<file path="config.mk">
export PLATFORM = sky130hd
export DESIGN_NAME = midi_channel_slot_allocator_core
export DESIGN_NICKNAME = d
export VERILOG_FILES = /design/src/sv/mcsa_pkg.sv /design/src/sv/mcsa_ram.sv /design/src/sv/mcsa_ctrl.sv /design/src/sv/mcsa_dp.sv /design/src/sv/midi_channel_slot_allocator_core.sv
export SDC_FILE = /design/constraint.sdc
export NUM_CORES = 1
export LEC_CHECK = 0
export BUFFER_PORTS_ARGS = -buffer_cell sky130_fd_sc_hd__buf_2
export CORE_MARGIN = 5
export CORE_UTILIZATION = 55
export CTS_CLUSTER_DIAMETER = 100
export DETAILED_ROUTE_END_ITERATION = 16
export GPL_ROUTABILITY_DRIVEN = 0
export PLACE_DENSITY = 0.77
export SLEW_MARGIN = 5
export SYNTH_ARGS = -nofsm -noshare
export SYNTH_HDL_FRONTEND = slang
export SYNTH_SLANG_ARGS = --single-unit
</file>
<file path="constraint.sdc">
create_clock -name clk -period 3.9 [get_ports clk]
set_input_delay 0.78 -clock clk [delete_from_list [all_inputs] [get_ports clk]]
set_output_delay 0.78 -clock clk [all_outputs]
set_load 0.01 [all_outputs]
</file>
<file path="src/sv/mcsa_pkg.sv">
`timescale 1ns / 1ps

package mcsa_pkg;

  localparam int PORT_COUNT_DEF = 16;
  localparam int CH_PER_PORT = 16;

  localparam logic [3:0] DRUM_CHANNEL = 4'd9;
  localparam logic [15:0] NON_DRUM_MASK = ~(16'd1 << DRUM_CHANNEL);

  localparam logic [1:0] CMD_CLEAR = 2'd0;
  localparam logic [1:0] CMD_MARK = 2'd1;
  localparam logic [1:0] CMD_ALLOC = 2'd2;

  typedef struct packed {
    logic [1:0] cmd;
    logic [3:0] req_port;
    logic [3:0] req_channel;
    logic       port_given;
    logic       channel_given;
    logic       drum;
  } req_t;

  typedef struct packed {
    logic [3:0] slot_port;
    logic [3:0] slot_channel;
    logic       status;
  } rsp_t;

  // What the latched request asks for, once decoded.
  typedef enum logic [2:0] {
    K_CLEAR,
    K_NOP,
    K_MARK,
    K_BADMARK,
    K_FIXED,
    K_CHAN,
    K_PORT,
    K_GLOBAL
  } kind_t;

  typedef enum logic [1:0] {
    MODE_MARK,
    MODE_CHAN,
    MODE_PORT,
    MODE_GLOBAL
  } mode_t;

  typedef enum logic [1:0] {
    RES_OK_ZERO,
    RES_FAIL,
    RES_FIXED,
    RES_FOUND
  } res_sel_t;

  typedef struct packed {
    logic     load;
    logic     clear;
    logic     scan_start;
    mode_t    start_mode;
    mode_t    mode;
    logic     step;
    logic     commit;
    logic     ptr_end;
    logic     emit;
    res_sel_t res_sel;
  } dp_cmd_t;

  typedef struct packed {
    kind_t kind;
    logic  found;
    logic  exhausted;
  } dp_stat_t;

endpackage

</file>
<file path="src/sv/mcsa_ram.sv">
`timescale 1ns / 1ps

module mcsa_ram #(
  parameter int WIDTH = 16,
  parameter int DEPTH = 16,
  localparam int AW = (DEPTH > 1) ? $clog2(DEPTH) : 1
) (
  input  logic             clk,
  input  logic             we,
  input  logic [AW-1:0]    waddr,
  input  logic [WIDTH-1:0] wdata,
  input  logic [AW-1:0]    raddr,
  output logic [WIDTH-1:0] rdata
);

  logic [WIDTH-1:0] mem [DEPTH];

  always_ff @(posedge clk) begin
    if (we) begin
      mem[waddr] <= wdata;
    end
    rdata <= mem[raddr];
  end

endmodule

</file>
<file path="src/sv/mcsa_ctrl.sv">
`timescale 1ns / 1ps

module mcsa_ctrl (
  input  logic               clk,
  input  logic               rst_n,
  input  logic               start,
  output logic               busy,
  input  mcsa_pkg::dp_stat_t stat,
  output mcsa_pkg::dp_cmd_t  cmd
);

  import mcsa_pkg::*;

  typedef enum logic [2:0] {
    S_IDLE   = 3'b001,
    S_DECODE = 3'b010,
    S_SCAN   = 3'b100
  } state_t;

  state_t state_r, state_nxt;
  mode_t  mode_r, mode_nxt;

  assign busy = (state_r != S_IDLE);

  always_comb begin
    cmd       = '0;
    cmd.mode  = mode_r;
    state_nxt = state_r;
    mode_nxt  = mode_r;
    unique case (state_r)
      S_IDLE: begin
        if (start) begin
          cmd.load  = 1'b1;
          state_nxt = S_DECODE;
        end
      end
      S_DECODE: begin
        unique case (stat.kind)
          K_CLEAR: begin
            cmd.clear   = 1'b1;
            cmd.emit    = 1'b1;
            cmd.res_sel = RES_OK_ZERO;
            state_nxt   = S_IDLE;
          end
          K_NOP: begin
            cmd.emit    = 1'b1;
            cmd.res_sel = RES_OK_ZERO;
            state_nxt   = S_IDLE;
          end
          K_BADMARK: begin
            cmd.emit    = 1'b1;
            cmd.res_sel = RES_FAIL;
            state_nxt   = S_IDLE;
          end
          K_FIXED: begin
            cmd.emit    = 1'b1;
            cmd.res_sel = RES_FIXED;
            state_nxt   = S_IDLE;
          end
          K_MARK: begin
            cmd.scan_start = 1'b1;
            cmd.start_mode = MODE_MARK;
            mode_nxt       = MODE_MARK;
            state_nxt      = S_SCAN;
          end
          K_CHAN: begin
            cmd.scan_start = 1'b1;
            cmd.start_mode = MODE_CHAN;
            mode_nxt       = MODE_CHAN;
            state_nxt      = S_SCAN;
          end
          K_PORT: begin
            cmd.scan_start = 1'b1;
            cmd.start_mode = MODE_PORT;
            mode_nxt       = MODE_PORT;
            state_nxt      = S_SCAN;
          end
          default: begin
            cmd.scan_start = 1'b1;
            cmd.start_mode = MODE_GLOBAL;
            mode_nxt       = MODE_GLOBAL;
            state_nxt      = S_SCAN;
          end
        endcase
      end
      S_SCAN: begin
        cmd.step = 1'b1;
        if (stat.found) begin
          cmd.commit  = 1'b1;
          cmd.emit    = 1'b1;
          cmd.res_sel = RES_FOUND;
          state_nxt   = S_IDLE;
        end else if (stat.exhausted) begin
          if (mode_r == MODE_PORT) begin
            // A full port falls back to the global search.
            cmd.scan_start = 1'b1;
            cmd.start_mode = MODE_GLOBAL;
            mode_nxt       = MODE_GLOBAL;
          end else begin
            cmd.emit    = 1'b1;
            cmd.res_sel = RES_FAIL;
            cmd.ptr_end = (mode_r == MODE_GLOBAL);
            state_nxt   = S_IDLE;
          end
        end
      end
      default: begin
        state_nxt = S_IDLE;
      end
    endcase
  end

  always_ff @(posedge clk) begin
    if (!rst_n) begin
      state_r <= S_IDLE;
      mode_r  <= MODE_GLOBAL;
    end else begin
      state_r <= state_nxt;
      mode_r  <= mode_nxt;
    end
  end

endmodule

</file>
<file path="src/sv/mcsa_dp.sv">
`timescale 1ns / 1ps

module mcsa_dp #(
  parameter int PORT_COUNT = mcsa_pkg::PORT_COUNT_DEF
) (
  input  logic               clk,
  input  logic               rst_n,
  input  mcsa_pkg::req_t     in_req,
  input  mcsa_pkg::dp_cmd_t  cmd,
  output mcsa_pkg::dp_stat_t stat,
  output logic               out_valid,
  output mcsa_pkg::rsp_t     out_rsp
);

  import mcsa_pkg::*;

  localparam int PW = (PORT_COUNT > 1) ? $clog2(PORT_COUNT) : 1;
  localparam int SLOT_TOTAL = PORT_COUNT * CH_PER_PORT;
  localparam int PTR_W = $clog2(SLOT_TOTAL + 1);
  localparam int RW = PTR_W - 4;
  localparam logic [RW-1:0] ROW_END = RW'(PORT_COUNT);
  localparam logic [PTR_W-1:0] PTR_END = PTR_W'(SLOT_TOTAL);

  function automatic logic [3:0] lowest_set(input logic [15:0] v);
    logic [3:0] idx;
    idx = '0;
    for (int i = 15; i >= 0; i--) begin
      if (v[i]) begin
        idx = 4'(i);
      end
    end
    return idx;
  endfunction

  req_t                  req_r;
  rsp_t                  out_rsp_r, rsp_nxt;
  logic                  out_valid_r;
  logic [PTR_W-1:0]      ptr_r;
  logic [PORT_COUNT-1:0] row_valid_r;
  logic [RW-1:0]         rd_row_r, scan_end_r, chk_row_r;
  logic                  chk_v_r;

  logic [15:0] ram_rdata, row_bits, mask, free_bits, wdata;
  logic [3:0]  scan_ch, hit_bit, grant_ch;
  logic        port_ok, hit, issue, first_row;
  logic [RW-1:0] start_row, start_end;
  kind_t       kind;

  assign port_ok = 32'(req_r.req_port) < PORT_COUNT;
  assign scan_ch = req_r.drum ? DRUM_CHANNEL : req_r.req_channel;

  always_comb begin
    unique case (req_r.cmd)
      CMD_CLEAR: kind = K_CLEAR;
      CMD_MARK:  kind = port_ok ? K_MARK : K_BADMARK;
      CMD_ALLOC: begin
        if (req_r.drum) begin
          kind = K_CHAN;
        end else if (req_r.port_given && req_r.channel_given) begin
          kind = K_FIXED;
        end else if (req_r.channel_given) begin
          kind = K_CHAN;
        end else if (req_r.port_given && port_ok) begin
          kind = K_PORT;
        end else begin
          kind = K_GLOBAL;
        end
      end
      default:   kind = K_NOP;
    endcase
  end

  // A row never written since the last clear reads as all free.
  assign row_bits  = row_valid_r[chk_row_r[PW-1:0]] ? ram_rdata : '0;
  assign first_row = (chk_row_r == ptr_r[PTR_W-1:4]);

  always_comb begin
    unique case (cmd.mode)
      MODE_CHAN:   mask = 16'd1 << scan_ch;
      MODE_PORT:   mask = NON_DRUM_MASK;
      MODE_GLOBAL: mask = NON_DRUM_MASK & (first_row ? (16'hFFFF << ptr_r[3:0]) : 16'hFFFF);
      default:     mask = 16'hFFFF;
    endcase
  end

  assign free_bits = ~row_bits & mask;
  assign hit       = |free_bits;
  assign hit_bit   = lowest_set(free_bits);
  assign grant_ch  = (cmd.mode == MODE_MARK) ? req_r.req_channel : hit_bit;
  assign wdata     = row_bits | (16'd1 << grant_ch);
  assign issue     = cmd.step && (rd_row_r < scan_end_r);

  assign stat.kind      = kind;
  assign stat.found     = chk_v_r && ((cmd.mode == MODE_MARK) || hit);
  assign stat.exhausted = !chk_v_r && !(rd_row_r < scan_end_r);

  always_comb begin
    unique case (cmd.start_mode)
      MODE_CHAN: begin
        start_row = '0;
        start_end = ROW_END;
      end
      MODE_GLOBAL: begin
        start_row = ptr_r[PTR_W-1:4];
        start_end = ROW_END;
      end
      default: begin
        start_row = RW'(req_r.req_port);
        start_end = RW'(req_r.req_port) + RW'(1);
      end
    endcase
  end

  always_comb begin
    rsp_nxt = '0;
    case (cmd.res_sel)
      RES_FAIL: rsp_nxt.status = 1'b1;
      RES_FIXED: begin
        rsp_nxt.slot_port    = req_r.req_port;
        rsp_nxt.slot_channel = req_r.req_channel;
      end
      RES_FOUND: begin
        rsp_nxt.slot_port    = (cmd.mode == MODE_MARK) ? 4'd0 : 4'(chk_row_r);
        rsp_nxt.slot_channel = (cmd.mode == MODE_MARK) ? 4'd0 : grant_ch;
      end
      default: rsp_nxt = '0;
    endcase
  end

  mcsa_ram #(
    .WIDTH(CH_PER_PORT),
    .DEPTH(PORT_COUNT)
  ) u_map (
    .clk  (clk),
    .we   (cmd.commit),
    .waddr(chk_row_r[PW-1:0]),
    .wdata(wdata),
    .raddr(rd_row_r[PW-1:0]),
    .rdata(ram_rdata)
  );

  always_ff @(posedge clk) begin
    if (cmd.load) begin
      req_r <= in_req;
    end
    if (cmd.emit) begin
      out_rsp_r <= rsp_nxt;
    end
  end

  always_ff @(posedge clk) begin
    if (!rst_n) begin
      out_valid_r <= 1'b0;
      ptr_r       <= '0;
      row_valid_r <= '0;
      rd_row_r    <= '0;
      scan_end_r  <= '0;
      chk_row_r   <= '0;
      chk_v_r     <= 1'b0;
    end else begin
      out_valid_r <= cmd.emit;
      if (cmd.clear) begin
        row_valid_r <= '0;
        ptr_r       <= '0;
      end
      if (cmd.commit) begin
        row_valid_r[chk_row_r[PW-1:0]] <= 1'b1;
        if (cmd.mode == MODE_GLOBAL) begin
          ptr_r <= {chk_row_r, grant_ch};
        end
      end
      if (cmd.ptr_end) begin
        ptr_r <= PTR_END;
      end
      if (cmd.scan_start) begin
        rd_row_r   <= start_row;
        scan_end_r <= start_end;
        chk_v_r    <= 1'b0;
      end else if (issue) begin
        rd_row_r  <= rd_row_r + RW'(1);
        chk_row_r <= rd_row_r;
        chk_v_r   <= 1'b1;
      end else begin
        chk_v_r <= 1'b0;
      end
    end
  end

  assign out_valid = out_valid_r;
  assign out_rsp   = out_rsp_r;

  a_ptr_bound: assert property (@(posedge clk) disable iff (!rst_n)
    ptr_r <= PTR_END)
    else $error("search pointer beyond the last slot");

  a_commit_data: assert property (@(posedge clk) disable iff (!rst_n)
    cmd.commit |-> chk_v_r)
    else $error("map write without a checked row");

  a_chk_row: assert property (@(posedge clk) disable iff (!rst_n)
    chk_v_r |-> (chk_row_r < ROW_END))
    else $error("checked row outside the map");

endmodule

</file>
<file path="src/sv/midi_channel_slot_allocator_core.sv">
`timescale 1ns / 1ps

// Slot allocator over a port*16+channel occupancy map.
// A request is taken at a rising edge where start is high and busy is low;
// in_req carries the command (clear, mark, allocate) and its fields. busy
// stays high until the answer has been decided, and each request produces
// exactly one answer on out_rsp, shown for one cycle with out_valid high.
// The receiver cannot hold answers off. busy falls as the answer is shown,
// so the next request can be taken at the edge that takes the answer.
// Clear, bad mark, unused command and fixed-slot requests are answered from
// the decode state without a map read. Marks and scans read one port row of
// 16 slots per cycle from the map memory: an answer found in a row is decided
// as soon as that row has been checked, and a scan that finds nothing answers
// once its last row has been checked (with no row read at all when the search
// pointer has already run past the last slot). A port-given request on a full
// port then runs the global search.
// Reset, like a clear request, empties the map through per-row valid bits
// at once and returns the search pointer to slot zero; no sweep is needed.

module midi_channel_slot_allocator_core #(
  parameter int PORT_COUNT = mcsa_pkg::PORT_COUNT_DEF
) (
  input  logic           clk,
  input  logic           rst_n,
  input  logic           start,
  output logic           busy,
  input  mcsa_pkg::req_t in_req,
  output logic           out_valid,
  output mcsa_pkg::rsp_t out_rsp
);

  import mcsa_pkg::*;

  dp_cmd_t  cmd;
  dp_stat_t stat;

  mcsa_ctrl u_ctrl (
    .clk  (clk),
    .rst_n(rst_n),
    .start(start),
    .busy (busy),
    .stat (stat),
    .cmd  (cmd)
  );

  mcsa_dp #(
    .PORT_COUNT(PORT_COUNT)
  ) u_dp (
    .clk      (clk),
    .rst_n    (rst_n),
    .in_req   (in_req),
    .cmd      (cmd),
    .stat     (stat),
    .out_valid(out_valid),
    .out_rsp  (out_rsp)
  );

  a_accept_busy: assert property (@(posedge clk) disable iff (!rst_n)
    (start && !busy) |=> busy)
    else $error("request accepted but block not busy");

  a_answer_idle: assert property (@(posedge clk) disable iff (!rst_n)
    out_valid |-> !busy)
    else $error("answer shown while a request is still in work");

  a_fail_zero: assert property (@(posedge clk) disable iff (!rst_n)
    (out_valid && out_rsp.status) |->
      (out_rsp.slot_port == 4'd0 && out_rsp.slot_channel == 4'd0))
    else $error("failed answer carries a slot");

endmodule
</file>
==> run metrics <==
post-synthesis sequential area ratio 66.14%; Finished Core Util 63.57%; most common cell after layout, fill and taps aside edfxtp_1; Die X-Extent 172.5 um; post-synthesis instance total 931; routed len/inst 25.55 um; die area 0.02976 mm2; Placed Cells 1292; Synth Area in Adders 0.5168%; TNS Setup 0 ns; CTS H-tree lvls 2; fillers 1774; max cap viols 0; Startpoint Class register; clk sinks 341; Core ar. 0.02606 mm2; critical path required time 4.31 ns; Hold Crit Class primary input to register; setup bufs post-CTS 0; Remaining DRCs 0; multiplexer share of the synthesized area 12.95%; final WL 34.70 mm; layout cell share with drive strength beyond 1 26.49%; Arrival @ worst endpoint 4.14 ns; Setup Viol. Count Final 0; unrepaired setup endpoints after global routing false; largest family of logic cells by synthesized area multiplexers; Area Overhead vs Synth 14.03%; 1st-pass router iterations 6; Layout Nets 1017; most frequent cells in the layout 278 x edfxtp_1, 80 x mux4_2, 69 x nand2_1, 67 x buf_4, 59 x dfxtp_1; fmax 0.2686 GHz; crit-path cells clkinv_1 -> a2111oi_0 -> o21ai_0 -> and2_1 -> nand4b_2 -> buf_4 -> o311a_4 -> a311o_1 -> and2_1; Yosys top cell area share 57.46%; total track usage 23.11%; initial core utilization 55.75%; Leakage 5.170 nW; Ports 27; vias per cell 6.584; Ys Warns 0; non-filler cells, final 1358; Root Buffer Master clkbuf_16; register bit count reported by yosys 341; antenna cells 0; Top FF cell, synth edfxtp_1; Cell Pwr Density 448.9 mW/mm2; critical path fanouts, max 13; largest net degree at the start of global routing 69; mapped cell area 0.01453 mm2; final worst path period need 3.723 ns; clk_lat worst skew 0.53 ns; syn_nets 953; Cell Rows 59; initial antenna violation count 0; Post-Synth Simple-Gate Area 7.872%; Die Y 172.5 um; grt ovf 0; EDFF count, synth 278; Compound-Gate Fraction of Synth Area 9.680%; cell taking the most area after synthesis edfxtp_1; Final HPWL DP 21.06 mm; relative slew slack 31.00%; top post-synthesis cells by area edfxtp_1 57%, mux4_2 12%, dfxtp_1 8.7%, nand2_1 1.8%, nor2_1 1.2%; Hold Fails Final Rpt 0; Crit path largest cell delay 0.60 ns; Vias 8941; CTS tree built; Max rail drop VDD 0.4363 mV; synth unique cells 74; Post-synth ARST share 0%; first-pass GRT wire length 53.61 mm; Slew Limit Fails 0; Worst Setup End Kind register; Slew @ Worst Pin 1.035 ns; clk buf depth 3; critical path's most frequent cell and2_1; CTS Buf Count 36; CTS clk-pin slew, worst paths 0.06 ns; status finished, final reports clean; port bufs 26; Post-Synth XOR/XNOR Area 0.5426%; Clock Skew 0.02317 ns; DR iter-0 viols 875; post-route ant nets 0; final worst path period share 95.45%; vias in the first global route 8963; WS Path Type register to register; slowest CP cell dfxtp_1; Synth Area per Inst 15.60 um2
-- Yosys cell counts, types with 8 or more instances --
cell type and instances:
nand3_1 18, clkbuf_1 42, o211ai_1 16, edfxtp_1 278, nor2_1 45, buf_1 10, a31oi_1 8, mux2i_1 8
o31ai_1 11, nor3_1 13, nand4_1 8, buf_2 9, nand2_1 69, a32o_1 9, and2_1 13, nand2b_1 11
o41ai_1 16, mux4_2 80, o21ai_0 19, a21oi_1 33, nor2b_1 10, inv_1 10, nor4_1 8, dfxtp_1 63
a21o_1 11
-- worst max-delay path: cells and delay by family, from the launching register on --
family,cells,cell delay [ns]
compound gates,4,1.70
buf+inv,2,0.55
flops,1,0.60
simple gates,3,0.74
-- sequential cells by signal, summed over array words and instances, names as in the netlist, 5 cells and up --
name / flops
u_dp.scan_end_r: 5
u_dp.rd_row_r: 5
u_dp.u_map.mem: 256
u_dp.ptr_r: 9
u_dp.out_rsp: 9
u_dp.chk_row_r: 5
u_dp.u_map.rdata: 16
u_dp.req_r: 13
u_dp.row_valid_r: 16
-- cells by family after synthesis --
group | after synthesis
AO/OA/AOI/OAI | 183
XOR/XNOR | 9
adder cells (fa/ha/maj) | 6
buffers and inverters | 78
flip-flops | 341
multiplexers | 88
AND/OR/NAND/NOR | 226
-- metrics by stage --
stage | area (um2) | total power, mW | setup slack (ns) | hold slack (ns)
3_5_place_dp | 15380 | 4.152 | 0.06647 | 0.4402
2_1_floorplan | 14540 | 4.099 | -0.3681 | 0.4191
6_report | 16570 | 7.436 | 0.1774 | 0.4369
5_1_grt | 16570 | 7.674 | 0.01881 | 0.4289
4_1_cts | 16560 | 7.487 | 0.04466 | 0.4214
3_3_place_gp | 15380 | 4.149 | 0.2612 | 0.4321
-- cell type report --
cell class | instances | area [um2] | area share (%)
clock buffers | 51 | 1007 | 6.080
flip-flops and latches | 341 | 9617 | 58.05
inverters | 11 | 41.29 | 0.2492
well taps | 335 | 419.2 | 2.530
multi-input cells | 512 | 4678 | 28.24
repair buffers | 93 | 633.1 | 3.822
clock inverters | 15 | 170.2 | 1.027
-- metal layers --
layer | share of wire (%) | up-vias | wire (um) | track usage, %
met5 | 0 | - | 0 | 0
met4 | 3.7 | 0 | 1297 | 8.617
met3 | 8.9 | 100 | 3094 | 5.465
met2 | 47 | 476 | 16400 | 36.37
met1 | 40 | 4473 | 13900 | 31.77
li1 | - | 3892 | - | -
-- repair_timing --
item | 4_1_cts | 5_1_grt
hold buffers | 0 | 0
endpoints found under the setup margin | 0 | 327
resized for setup | 0 | 6
-- power breakdown --
part,internal [mW],switching [mW]
sequential,3.91,0.0268
combinational,0.0572,0.0868
clock,1.96,1.39
-- path summary, 6_finish.rpt --
kind / depth (start not counted) / end / slack [ns] / from
min reg2reg: 2 / u_dp.row_valid_r[10] / 0.46 / u_dp.row_valid_r[10]
max reg2reg: 9 / u_dp.out_valid / 0.18 / u_ctrl.mode_r[1]
max: 9 / u_dp.out_valid / 0.18 / u_ctrl.mode_r[1]
min: 1 / u_dp.req_r[8] / 0.44 / in_req[8]
Power figures use the tool's default switching activity.
